[src/design/clex_pkg.sv]
// Shared types and constants for the C-style token lexer.
// Holds the token record, lexer mode codes, token kind codes and keyword tables.
// No dependencies.
`default_nettype none

package clex_pkg;

    // One token word as it leaves the block
    typedef struct packed {
        logic [5:0]  kind;
        logic [31:0] start;
        logic [15:0] length;
        logic        last;
    } tok_t;

    // Lexer modes between bytes
    typedef enum logic [3:0] {
        MODE_IDLE       = 4'd0,
        MODE_SLASH      = 4'd1,
        MODE_LINE       = 4'd2,
        MODE_BLOCK      = 4'd3,
        MODE_BLOCK_STAR = 4'd4,
        MODE_MINUS      = 4'd5,
        MODE_IDENT      = 4'd6,
        MODE_NUMBER     = 4'd7,
        MODE_STRING     = 4'd8,
        MODE_STRING_ESC = 4'd9,
        MODE_CHAR_TEXT  = 4'd10,
        MODE_CHAR_SKIP  = 4'd11
    } lex_mode_t;

    // Token kinds
    localparam logic [5:0] KIND_IDENT    = 6'd0;
    localparam logic [5:0] KIND_LPAREN   = 6'd1;
    localparam logic [5:0] KIND_RPAREN   = 6'd2;
    localparam logic [5:0] KIND_LBRACKET = 6'd3;
    localparam logic [5:0] KIND_RBRACKET = 6'd4;
    localparam logic [5:0] KIND_LBRACE   = 6'd5;
    localparam logic [5:0] KIND_RBRACE   = 6'd6;
    localparam logic [5:0] KIND_COLON    = 6'd7;
    localparam logic [5:0] KIND_SEMI     = 6'd8;
    localparam logic [5:0] KIND_STRING   = 6'd9;
    localparam logic [5:0] KIND_STAR     = 6'd10;
    localparam logic [5:0] KIND_NUMBER   = 6'd11;
    localparam logic [5:0] KIND_PLUS     = 6'd12;
    localparam logic [5:0] KIND_MINUS    = 6'd13;
    localparam logic [5:0] KIND_SLASH    = 6'd15;
    localparam logic [5:0] KIND_DOT      = 6'd16;
    localparam logic [5:0] KIND_PERCENT  = 6'd17;
    localparam logic [5:0] KIND_COMMA    = 6'd18;
    localparam logic [5:0] KIND_LESS     = 6'd19;
    localparam logic [5:0] KIND_GREATER  = 6'd20;
    localparam logic [5:0] KIND_EQUAL    = 6'd21;
    localparam logic [5:0] KIND_AMP      = 6'd22;
    localparam logic [5:0] KIND_PIPE     = 6'd23;
    localparam logic [5:0] KIND_TILDE    = 6'd24;
    localparam logic [5:0] KIND_HASH     = 6'd25;
    localparam logic [5:0] KIND_CHAR     = 6'd26;
    localparam logic [5:0] KIND_ARROW    = 6'd27;
    localparam logic [5:0] KIND_STRUCT   = 6'd28;
    localparam logic [5:0] KIND_CLASS    = 6'd29;
    localparam logic [5:0] KIND_ENUM     = 6'd30;
    localparam logic [5:0] KIND_END      = 6'd31;
    localparam logic [5:0] KIND_UNKNOWN  = 6'd32;

    // Keyword slots: 0 class, 1 struct, 2 enum
    function automatic logic [2:0] kw_len(input logic [1:0] k);
        logic [2:0] r;
        case (k)
            2'd0:    r = 3'd5;
            2'd1:    r = 3'd6;
            2'd2:    r = 3'd4;
            default: r = 3'd0;
        endcase
        return r;
    endfunction

    function automatic logic [5:0] kw_kind(input logic [1:0] k);
        logic [5:0] r;
        case (k)
            2'd0:    r = KIND_CLASS;
            2'd1:    r = KIND_STRUCT;
            2'd2:    r = KIND_ENUM;
            default: r = KIND_IDENT;
        endcase
        return r;
    endfunction

    // Character of keyword k at position idx
    function automatic logic [7:0] kw_char(input logic [1:0] k, input logic [2:0] idx);
        logic [47:0] txt;
        logic [7:0]  r;
        case (k)
            2'd0:    txt = {8'h00, "class"};
            2'd1:    txt = "struct";
            2'd2:    txt = {16'h0000, "enum"};
            default: txt = '0;
        endcase
        // text is stored first character in the high byte of its length
        case (kw_len(k) - idx)
            3'd1:    r = txt[7:0];
            3'd2:    r = txt[15:8];
            3'd3:    r = txt[23:16];
            3'd4:    r = txt[31:24];
            3'd5:    r = txt[39:32];
            3'd6:    r = txt[47:40];
            default: r = 8'h00;
        endcase
        return r;
    endfunction

endpackage

`default_nettype wire

[src/design/clex_step.sv]
// Next-state and token logic for one source byte of the lexer.
// Purely combinational; uses clex_pkg for modes, kinds and keyword tables.
`default_nettype none

module clex_step #(
    parameter int POSITION_BITS = 32,
    parameter int LENGTH_BITS   = 16
) (
    input  logic [7:0]                byte_in,
    input  clex_pkg::lex_mode_t       mode,
    input  logic [POSITION_BITS-1:0]  pos,
    input  logic [POSITION_BITS-1:0]  ots,
    input  logic [LENGTH_BITS-1:0]    otl,
    input  logic [2:0]                kw,
    input  logic [1:0]                nf,
    output clex_pkg::lex_mode_t       mode_next,
    output logic [POSITION_BITS-1:0]  ots_next,
    output logic [LENGTH_BITS-1:0]    otl_next,
    output logic [2:0]                kw_next,
    output logic [1:0]                nf_next,
    output logic                      end_seen,
    output logic [1:0]                res_cnt,
    output clex_pkg::tok_t            tok0,
    output clex_pkg::tok_t            tok1
);
    import clex_pkg::*;

    localparam logic [7:0] CH_NUL    = 8'h00;
    localparam logic [7:0] CH_TAB    = 8'h09;
    localparam logic [7:0] CH_LF     = 8'h0A;
    localparam logic [7:0] CH_CR     = 8'h0D;
    localparam logic [7:0] CH_SPACE  = 8'h20;
    localparam logic [7:0] CH_DQUOTE = 8'h22;
    localparam logic [7:0] CH_SQUOTE = 8'h27;
    localparam logic [7:0] CH_STAR   = 8'h2A;
    localparam logic [7:0] CH_MINUS  = 8'h2D;
    localparam logic [7:0] CH_DOT    = 8'h2E;
    localparam logic [7:0] CH_SLASH  = 8'h2F;
    localparam logic [7:0] CH_GT     = 8'h3E;
    localparam logic [7:0] CH_BSLASH = 8'h5C;
    localparam logic [7:0] CH_UNDER  = 8'h5F;
    localparam logic [7:0] CH_LOW_F  = 8'h66;

    localparam logic [LENGTH_BITS-1:0] LEN_MAX = '1;

    function automatic logic is_alpha(input logic [7:0] ch);
        return (ch >= 8'h61 && ch <= 8'h7A) || (ch >= 8'h41 && ch <= 8'h5A);
    endfunction

    function automatic logic is_digit(input logic [7:0] ch);
        return ch >= 8'h30 && ch <= 8'h39;
    endfunction

    function automatic logic [LENGTH_BITS-1:0] len_inc(input logic [LENGTH_BITS-1:0] v);
        return (v == LEN_MAX) ? v : v + 1'b1;
    endfunction

    function automatic logic [5:0] punct_kind(input logic [7:0] ch);
        logic [5:0] r;
        case (ch)
            8'h28:   r = KIND_LPAREN;
            8'h29:   r = KIND_RPAREN;
            8'h5B:   r = KIND_LBRACKET;
            8'h5D:   r = KIND_RBRACKET;
            8'h7B:   r = KIND_LBRACE;
            8'h7D:   r = KIND_RBRACE;
            8'h3A:   r = KIND_COLON;
            8'h3B:   r = KIND_SEMI;
            8'h2A:   r = KIND_STAR;
            8'h2B:   r = KIND_PLUS;
            8'h2E:   r = KIND_DOT;
            8'h25:   r = KIND_PERCENT;
            8'h2C:   r = KIND_COMMA;
            8'h3C:   r = KIND_LESS;
            8'h3E:   r = KIND_GREATER;
            8'h3D:   r = KIND_EQUAL;
            8'h26:   r = KIND_AMP;
            8'h7C:   r = KIND_PIPE;
            8'h7E:   r = KIND_TILDE;
            8'h23:   r = KIND_HASH;
            default: r = KIND_UNKNOWN;
        endcase
        return r;
    endfunction

    // Drop keyword candidates that the next identifier character rules out
    function automatic logic [2:0] kw_filter(input logic [2:0] cand,
                                             input logic [LENGTH_BITS-1:0] len,
                                             input logic [7:0] ch);
        logic [2:0]  r;
        logic [31:0] len32;
        r = cand;
        len32 = 32'(len);
        for (int k = 0; k < 3; k++) begin
            if (cand[k]) begin
                if (len32 >= 32'(kw_len(2'(k))) || kw_char(2'(k), len[2:0]) != ch)
                    r[k] = 1'b0;
            end
        end
        return r;
    endfunction

    function automatic logic [5:0] ident_kind(input logic [2:0] cand,
                                              input logic [LENGTH_BITS-1:0] len);
        logic [5:0] r;
        r = KIND_IDENT;
        for (int k = 0; k < 3; k++) begin
            if (cand[k] && 32'(len) == 32'(kw_len(2'(k))))
                r = kw_kind(2'(k));
        end
        return r;
    endfunction

    function automatic tok_t mk_tok(input logic [5:0] k,
                                    input logic [POSITION_BITS-1:0] s,
                                    input logic [LENGTH_BITS-1:0] l);
        logic [63:0] s64;
        logic [31:0] l32;
        tok_t        t;
        s64      = 64'(s);
        l32      = 32'(l);
        t.kind   = k;
        t.start  = s64[31:0];
        t.length = l32[15:0];
        t.last   = 1'b0;
        return t;
    endfunction

    logic                     redo;
    logic                     e1_valid;
    logic                     e2_valid;
    tok_t                     e1;
    tok_t                     e2;
    lex_mode_t                m1;
    logic [POSITION_BITS-1:0] ots1;
    logic [LENGTH_BITS-1:0]   otl1;
    logic [2:0]               kw1;
    logic [1:0]               nf1;
    logic [LENGTH_BITS-1:0]   otl_inc;

    assign otl_inc = len_inc(otl);

    // First pass: the byte against the current mode
    always_comb
    begin
        m1       = mode;
        ots1     = ots;
        otl1     = otl;
        kw1      = kw;
        nf1      = nf;
        redo     = 1'b0;
        e1_valid = 1'b0;
        e1       = '0;
        case (mode)
            MODE_SLASH:
            begin
                if (byte_in == CH_SLASH) begin
                    m1 = MODE_LINE;
                end else if (byte_in == CH_STAR) begin
                    m1 = MODE_BLOCK;
                end else begin
                    e1_valid = 1'b1;
                    e1       = mk_tok(KIND_SLASH, ots, LENGTH_BITS'(1));
                    redo     = 1'b1;
                end
            end
            MODE_LINE:
            begin
                if (byte_in == CH_NUL || byte_in == CH_LF || byte_in == CH_CR)
                    redo = 1'b1;
            end
            MODE_BLOCK:
            begin
                if (byte_in == CH_NUL)
                    redo = 1'b1;
                else if (byte_in == CH_STAR)
                    m1 = MODE_BLOCK_STAR;
            end
            MODE_BLOCK_STAR:
            begin
                if (byte_in == CH_NUL)
                    redo = 1'b1;
                else if (byte_in == CH_SLASH)
                    m1 = MODE_IDLE;
                else if (byte_in != CH_STAR)
                    m1 = MODE_BLOCK;
            end
            MODE_MINUS:
            begin
                e1_valid = 1'b1;
                if (byte_in == CH_GT) begin
                    e1 = mk_tok(KIND_ARROW, ots, LENGTH_BITS'(2));
                    m1 = MODE_IDLE;
                end else begin
                    e1   = mk_tok(KIND_MINUS, ots, LENGTH_BITS'(1));
                    redo = 1'b1;
                end
            end
            MODE_IDENT:
            begin
                if (is_alpha(byte_in) || is_digit(byte_in) || byte_in == CH_UNDER) begin
                    kw1  = kw_filter(kw, otl, byte_in);
                    otl1 = otl_inc;
                end else begin
                    e1_valid = 1'b1;
                    e1       = mk_tok(ident_kind(kw, otl), ots, otl);
                    redo     = 1'b1;
                end
            end
            MODE_NUMBER:
            begin
                if (nf[1]) begin
                    // byte after a repeated point is absorbed
                    if (byte_in == CH_NUL) begin
                        e1_valid = 1'b1;
                        e1       = mk_tok(KIND_NUMBER, ots, otl);
                        redo     = 1'b1;
                    end else begin
                        otl1 = otl_inc;
                        nf1  = {1'b0, nf[0]};
                    end
                end else if (is_digit(byte_in)) begin
                    otl1 = otl_inc;
                end else if (byte_in == CH_DOT) begin
                    otl1 = otl_inc;
                    nf1  = {nf[0], 1'b1};
                end else if (byte_in == CH_LOW_F) begin
                    otl1     = otl_inc;
                    e1_valid = 1'b1;
                    e1       = mk_tok(KIND_NUMBER, ots, otl_inc);
                    m1       = MODE_IDLE;
                end else begin
                    e1_valid = 1'b1;
                    e1       = mk_tok(KIND_NUMBER, ots, otl);
                    redo     = 1'b1;
                end
            end
            MODE_STRING:
            begin
                if (byte_in == CH_DQUOTE) begin
                    e1_valid = 1'b1;
                    e1       = mk_tok(KIND_STRING, ots, otl);
                    m1       = MODE_IDLE;
                end else if (byte_in == CH_NUL) begin
                    e1_valid = 1'b1;
                    e1       = mk_tok(KIND_STRING, ots, otl);
                    redo     = 1'b1;
                end else begin
                    otl1 = otl_inc;
                    if (byte_in == CH_BSLASH)
                        m1 = MODE_STRING_ESC;
                end
            end
            MODE_STRING_ESC:
            begin
                if (byte_in == CH_NUL) begin
                    e1_valid = 1'b1;
                    e1       = mk_tok(KIND_STRING, ots, otl);
                    redo     = 1'b1;
                end else begin
                    otl1 = otl_inc;
                    m1   = MODE_STRING;
                end
            end
            MODE_CHAR_TEXT:
            begin
                e1_valid = 1'b1;
                if (byte_in == CH_NUL) begin
                    e1   = mk_tok(KIND_CHAR, pos, LENGTH_BITS'(0));
                    redo = 1'b1;
                end else begin
                    e1 = mk_tok(KIND_CHAR, pos, LENGTH_BITS'(1));
                    m1 = MODE_CHAR_SKIP;
                end
            end
            MODE_CHAR_SKIP:
            begin
                if (byte_in == CH_NUL)
                    redo = 1'b1;
                else
                    m1 = MODE_IDLE;
            end
            default:
            begin
                redo = 1'b1;
            end
        endcase
    end

    // Second pass: handle the byte afresh from idle
    always_comb
    begin
        mode_next = m1;
        ots_next  = ots1;
        otl_next  = otl1;
        kw_next   = kw1;
        nf_next   = nf1;
        end_seen  = 1'b0;
        e2_valid  = 1'b0;
        e2        = '0;
        if (redo) begin
            mode_next = MODE_IDLE;
            if (byte_in == CH_NUL) begin
                e2_valid = 1'b1;
                e2       = mk_tok(KIND_END, pos, LENGTH_BITS'(1));
                end_seen = 1'b1;
                ots_next = '0;
                otl_next = '0;
                kw_next  = 3'b111;
                nf_next  = 2'b00;
            end else if (byte_in == CH_SPACE || byte_in == CH_TAB ||
                         byte_in == CH_LF || byte_in == CH_CR) begin
                mode_next = MODE_IDLE;
            end else if (byte_in == CH_SLASH) begin
                mode_next = MODE_SLASH;
                ots_next  = pos;
            end else if (byte_in == CH_MINUS) begin
                mode_next = MODE_MINUS;
                ots_next  = pos;
            end else if (byte_in == CH_SQUOTE) begin
                mode_next = MODE_CHAR_TEXT;
            end else if (byte_in == CH_DQUOTE) begin
                mode_next = MODE_STRING;
                ots_next  = pos + 1'b1;
                otl_next  = '0;
            end else if (is_alpha(byte_in) || byte_in == CH_UNDER) begin
                mode_next = MODE_IDENT;
                ots_next  = pos;
                otl_next  = LENGTH_BITS'(1);
                kw_next   = kw_filter(3'b111, '0, byte_in);
            end else if (is_digit(byte_in)) begin
                mode_next = MODE_NUMBER;
                ots_next  = pos;
                otl_next  = LENGTH_BITS'(1);
                nf_next   = 2'b00;
            end else begin
                e2_valid = 1'b1;
                e2       = mk_tok(punct_kind(byte_in), pos, LENGTH_BITS'(1));
            end
        end
    end

    // Pack the tokens in order and mark the last one
    always_comb
    begin
        res_cnt = {1'b0, e1_valid} + {1'b0, e2_valid};
        tok0    = e1_valid ? e1 : e2;
        tok1    = e2;
        if (res_cnt == 2'd2)
            tok1.last = 1'b1;
        else
            tok0.last = 1'b1;
    end

endmodule

`default_nettype wire

[src/design/clex_outq.sv]
// Two-entry result queue that parts the lexer logic from the output channel.
// Uses clex_pkg for the token record.
`default_nettype none

module clex_outq (
    input  logic           clk,
    input  logic           rst_n,
    input  logic [1:0]     push_cnt,
    input  clex_pkg::tok_t push0,
    input  clex_pkg::tok_t push1,
    input  logic           pop,
    output logic [1:0]     count,
    output clex_pkg::tok_t head
);
    import clex_pkg::*;

    tok_t       q_reg [2];
    tok_t       q_next [2];
    logic [1:0] cnt_reg;
    logic [1:0] cnt_next;
    logic [1:0] base;

    // Shift out the popped word, then append the new ones behind what stays
    always_comb
    begin
        q_next[0] = pop ? q_reg[1] : q_reg[0];
        q_next[1] = q_reg[1];
        base      = cnt_reg - {1'b0, pop};
        if (push_cnt != 2'd0)
            q_next[base[0]] = push0;
        if (push_cnt == 2'd2)
            q_next[1] = push1;
        cnt_next = base + push_cnt;
    end

    always_ff @(posedge clk or negedge rst_n)
    begin
        if (!rst_n)
            cnt_reg <= 2'd0;
        else
            cnt_reg <= cnt_next;
    end

    always_ff @(posedge clk)
    begin
        q_reg[0] <= q_next[0];
        q_reg[1] <= q_next[1];
    end

    assign count = cnt_reg;
    assign head  = q_reg[0];

endmodule

`default_nettype wire

[src/design/c_style_token_lexer_unit.sv]
// C-style token lexer: one source byte per word in, tokens out.
// A taken byte is held in the input register; its tokens then pass through the result queue to the outputs.
// Throughput: one byte per cycle while the output takes one token a cycle. A byte that yields
// two tokens leaves one extra token in the two-entry result queue; a later two-token byte that
// meets that extra token waits until the queue pops it, and a byte with no token drains it.
// Reset clears the lexer state, byte offset, input valid flag and queue count; no clearing pass.
`default_nettype none

module c_style_token_lexer_unit #(
    parameter int POSITION_BITS = 32,
    parameter int LENGTH_BITS   = 16
) (
    input  logic        clk,
    input  logic        rst_n,
    input  logic        in_valid,
    output logic        in_stall,
    input  logic [7:0]  source_byte,
    output logic        out_valid,
    input  logic        out_stall,
    output logic [5:0]  token_kind,
    output logic [31:0] token_start,
    output logic [15:0] token_length,
    output logic        run_last
);
    import clex_pkg::*;

    logic                     byte_valid_reg;
    logic                     byte_valid_next;
    logic [7:0]               byte_reg;
    lex_mode_t                mode_reg;
    lex_mode_t                mode_next;
    logic [POSITION_BITS-1:0] pos_reg;
    logic [POSITION_BITS-1:0] pos_next;
    logic [POSITION_BITS-1:0] ots_reg;
    logic [POSITION_BITS-1:0] ots_next;
    logic [LENGTH_BITS-1:0]   otl_reg;
    logic [LENGTH_BITS-1:0]   otl_next;
    logic [2:0]               kw_reg;
    logic [2:0]               kw_next;
    logic [1:0]               nf_reg;
    logic [1:0]               nf_next;
    logic                     end_seen;
    logic [1:0]               res_cnt;
    tok_t                     tok0;
    tok_t                     tok1;
    tok_t                     head;
    logic [1:0]               q_count;
    logic                     pop;
    logic [2:0]               room;
    logic                     step_fire;
    logic                     in_take;

    clex_step #(
        .POSITION_BITS(POSITION_BITS),
        .LENGTH_BITS  (LENGTH_BITS)
    ) u_step (
        .byte_in  (byte_reg),
        .mode     (mode_reg),
        .pos      (pos_reg),
        .ots      (ots_reg),
        .otl      (otl_reg),
        .kw       (kw_reg),
        .nf       (nf_reg),
        .mode_next(mode_next),
        .ots_next (ots_next),
        .otl_next (otl_next),
        .kw_next  (kw_next),
        .nf_next  (nf_next),
        .end_seen (end_seen),
        .res_cnt  (res_cnt),
        .tok0     (tok0),
        .tok1     (tok1)
    );

    clex_outq u_outq (
        .clk     (clk),
        .rst_n   (rst_n),
        .push_cnt(step_fire ? res_cnt : 2'd0),
        .push0   (tok0),
        .push1   (tok1),
        .pop     (pop),
        .count   (q_count),
        .head    (head)
    );

    // Advance the held byte only when the queue has room for all its tokens
    assign pop       = out_valid && !out_stall;
    assign room      = 3'd2 - {1'b0, q_count} + {2'b00, pop};
    assign step_fire = byte_valid_reg && ({1'b0, res_cnt} <= room);
    assign in_stall  = byte_valid_reg && !step_fire;
    assign in_take   = in_valid && !in_stall;

    assign byte_valid_next = in_take ? 1'b1 : (step_fire ? 1'b0 : byte_valid_reg);
    assign pos_next        = end_seen ? '0 : pos_reg + 1'b1;

    // Hold the input byte
    always_ff @(posedge clk or negedge rst_n)
    begin
        if (!rst_n)
            byte_valid_reg <= 1'b0;
        else
            byte_valid_reg <= byte_valid_next;
    end

    always_ff @(posedge clk)
    begin
        if (in_take)
            byte_reg <= source_byte;
    end

    // Lexer state, updated once per processed byte
    always_ff @(posedge clk or negedge rst_n)
    begin
        if (!rst_n)
        begin
            mode_reg <= MODE_IDLE;
            pos_reg  <= '0;
            ots_reg  <= '0;
            otl_reg  <= '0;
            kw_reg   <= 3'b111;
            nf_reg   <= 2'b00;
        end
        else if (step_fire)
        begin
            mode_reg <= mode_next;
            pos_reg  <= pos_next;
            ots_reg  <= ots_next;
            otl_reg  <= otl_next;
            kw_reg   <= kw_next;
            nf_reg   <= nf_next;
        end
    end

    assign out_valid    = (q_count != 2'd0);
    assign token_kind   = head.kind;
    assign token_start  = head.start;
    assign token_length = head.length;
    assign run_last     = head.last;

endmodule

`default_nettype wire
[config.mk]
export PLATFORM = sky130hd
export DESIGN_NAME = c_style_token_lexer_unit
export DESIGN_NICKNAME = d
export VERILOG_FILES = /design/src/design/clex_pkg.sv /design/src/design/clex_step.sv /design/src/design/clex_outq.sv /design/src/design/c_style_token_lexer_unit.sv
export SDC_FILE = /design/constraint.sdc
export NUM_CORES = 1
export LEC_CHECK = 0
export ABC_AREA = 0
export BUFFER_PORTS_ARGS = -buffer_cell sky130_fd_sc_hd__buf_2
export CORE_AREA = 2 2 198 200
export CTS_CLUSTER_DIAMETER = 150
export DETAILED_ROUTE_END_ITERATION = 7
export DIE_AREA = 0 0 200 202
export PLACE_DENSITY_LB_ADDON = 0.15
export REMOVE_ABC_BUFFERS = 1
export SLEW_MARGIN = 10
export SYNTH_ARGS = -nofsm -noshare
export SYNTH_HDL_FRONTEND = slang
export SYNTH_SLANG_ARGS = --single-unit
[constraint.sdc]
create_clock -name clk -period 7.8 [get_ports clk]
set_input_delay 0 -clock clk [delete_from_list [all_inputs] [get_ports clk]]
set_output_delay 0 -clock clk [all_outputs]
set_load 0.02 [all_outputs]
==> out/metrics.yaml <==
status: "finished, final reports clean"
cp-end-kind: "flop"
cts_tree: "built"
slew_viol_final: 0
fin_crit_sh_pct: 85.2
die_area_mm2: 0.0404
dieWidth_um: 200
worstMarginPinSlew_ps: 1160
area_growth_pct: 8.84
start_kind: "flop"
rows: 72
numCtsBuffers: 25
synth-warning-count: 0
slowest_delay_ps: 920
post-route-drc-count: 0
dieHeight_um: 202
p_leak_uw: 0.00554
portBuffers: 68
dr.pass1.iters: 6
dp_hpwl_um: 28800
ir_drop_mv: 0.198
via_per_inst: 5.75
ff2ff_path_depth: 13
final_common_cell: "nand2_1"
num-fill-cells: 3971
design.portCount: 69
skew_ps: 15.4
grt_pass1_vias: 11450
clock-sinks: 210
dr_wl_met3_um: 2130
synth_cell_type_count: 90
post-route-min-period_ps: 6640
crit_path_top_delay_cell: "nand2_2"
grt_usage_pct: 20.9
grt_max_degree: 70
async_flop_share_pct: 43.8
vias: 11913
antenna_found_initial: 1
cp-startpoint: "byte_reg[4]$_DFFE_PP_"
final_cell_mix: "255 x nand2_1, 128 x o21ai_0, 121 x a21oi_1"
rsz0062_at_grt: "no"
gp_congestion: 0.950
synth_edf_count: 48
hold_class: "input pin to flop"
wl_per_cell_um: 20.3
nNetsFinal: 1564
critPathMaxFanout: 40
r2r_end: "u_outq.q_reg[0][98]$_DFFE_PP_"
cts.clk_slew.worst_paths_ps: 60
wl_met2_um: 19600
drtIter0Drc: 1153
cp.required_ps: 7970
grt_pass1_wl_um: 67000
synth_seq_cells: 210
netlist_area_mm2: 0.0132
drive_gt1_share_pct: 11.7
hold_ws_ps: 158
finalHoldViolations: 0
synthCells: 1588
crit_arrival_ps: 6820
core_area_mm2: 0.0383
grt-ovfl-total: 0
r2r_slack_ps: 1160
drt_wl_total_um: 42100
finalSetupViolCount: 0
crit_end: "u_outq.q_reg[0][98]$_DFFE_PP_"
wl_met1_um: 19300
crit_chain: "or4b_1 > o311a_4 > a211oi_2 > nand4_2 > nor2_1 > nor2_1 > ha_1 > ha_1 > nor2b_1 > o21ai_0 > and2_1 > nand3_1 > nand2_2"
fmax_ghz: 0.150
maxSlewHeadroom_pct: 22.3
clk_path_buf_depth: 3
seq_area_frac_synth_pct: 39.0
top_layer: "met4"
tns_ps: 0
clk_latency_ps: 560
crit_type: "flop to flop"
cts_root_buf: "clkbuf_16"
ant_nets: 0
syn_avg_cell_area_um2: 8.32
start_util_pct: 34.5
largest_reg_flops: 110
ys.flop_type: "dfrtp_1"
cts.htree.levels: 1
rr_startpoint: "byte_reg[4]$_DFFE_PP_"
p_per_area_mw_per_mm2: 437
maxCapViolations: 0
worst max-delay path: cells and delay by family (launching register included):
family / cells / cell delay [ps]
AO/OA/AOI/OAI: 3 / 1050
adder cells (fa/ha/maj): 2 / 560
flip-flops: 1 / 770
AND/OR/NAND/NOR: 8 / 3820
kinds of logic (layout without fill, tap and decap cells):
| kind of cell | after synthesis | after routing | share of synthesized area, % |
|---|---|---|---|
| compound gates | 504 | 504 | 25.7 |
| flops | 210 | 210 | 39.0 |
| fa+ha+maj | 19 | 19 | 1.80 |
| buf+inv | 215 | 179 | 8.15 |
| xor+xnor | 37 | 37 | 2.45 |
| simple gates | 584 | 584 | 21.4 |
| other cells | 0 | 1 | 0 |
| mux | 19 | 19 | 1.51 |
worst min-delay path by stage:
| stage | slack (ps) | cells past startpoint | endpoint | start |
|---|---|---|---|---|
| after detailed placement | -40 | 1 | otl_reg[11]$_DFFE_PN0N_ | rst_n |
| final | 160 | 2 | byte_reg[7]$_DFFE_PP_ | source_byte[7] |
| after global routing | 150 | 2 | byte_reg[4]$_DFFE_PP_ | source_byte[4] |
| after global placement | -40 | 1 | otl_reg[15]$_DFFE_PN0N_ | rst_n |
| after floorplan | -300 | 0 | byte_valid_reg$_DFFE_PN0P_ | rst_n |
| after CTS | 140 | 2 | byte_reg[7]$_DFFE_PP_ | source_byte[7] |
stage by stage:
stage	std cells	total power [uW]	setup slack, ps	utilization [%]	area, um^2
floorplan	1394	3960	14.7	-	12200
global placement	2012	5160	1430	35.2	13500
detailed placement	2012	5180	1210	35.2	13500
CTS	2070	6310	1190	37.6	14400
global route	2070	6730	685	37.6	14400
finish	2071	6280	1160	37.6	14400
synth_stat cells, types with 12 or more instances:
master | instances | area share [%]
and3_1 | 33 | 1.6
clkbuf_1 | 112 | 3.2
nor4_1 | 12 | 0.57
nor3_1 | 33 | 1.2
edfxtp_1 | 48 | 11
mux2i_1 | 12 | 0.91
a31oi_1 | 26 | 1.2
dfrtp_1 | 89 | 17
nor2_1 | 86 | 2.4
inv_1 | 20 | 0.57
nand3_1 | 50 | 1.9
a22o_1 | 39 | 2.6
nand2_1 | 256 | 7.3
xnor2_1 | 22 | 1.5
a221o_1 | 34 | 2.6
a21oi_1 | 121 | 4.6
ha_1 | 19 | 1.8
o31ai_1 | 37 | 2.1
dfxtp_1 | 70 | 11
nand4_1 | 17 | 0.80
xor2_1 | 15 | 0.99
buf_4 | 54 | 3.1
o21ai_0 | 128 | 4.8
power by group:
part	switching (uW)	internal (uW)
Clock	484	622
Sequential	334	1570
Combinational	2210	1070
Total	3020	3260
final cells by class:
class / count / area (um^2) / area share [%]
multi-input cells: 1163 / 7030 / 48.9
flip-flops and latches: 210 / 5150 / 35.8
repair buffers: 112 / 713 / 4.96
clock buffers: 36 / 697 / 4.85
well taps: 518 / 648 / 4.51
inverters: 21 / 78.8 / 0.548
clock inverters: 10 / 62.6 / 0.435
diodes: 1 / 2.50 / 0.0174
metal layers:
layer	track usage, %	vias up
li1	-	5696
met1	29.4	5745
met2	34.3	403
met3	2.29	69
met4	5.24	0
met5	0	-
timing repair:
action,CTS,global route
gates resized for setup,0,0
buffers inserted,0,0
hold buffers,12,0
hold endpoints to repair,40,0
Note: power is estimated with default switching activity, not from simulation.
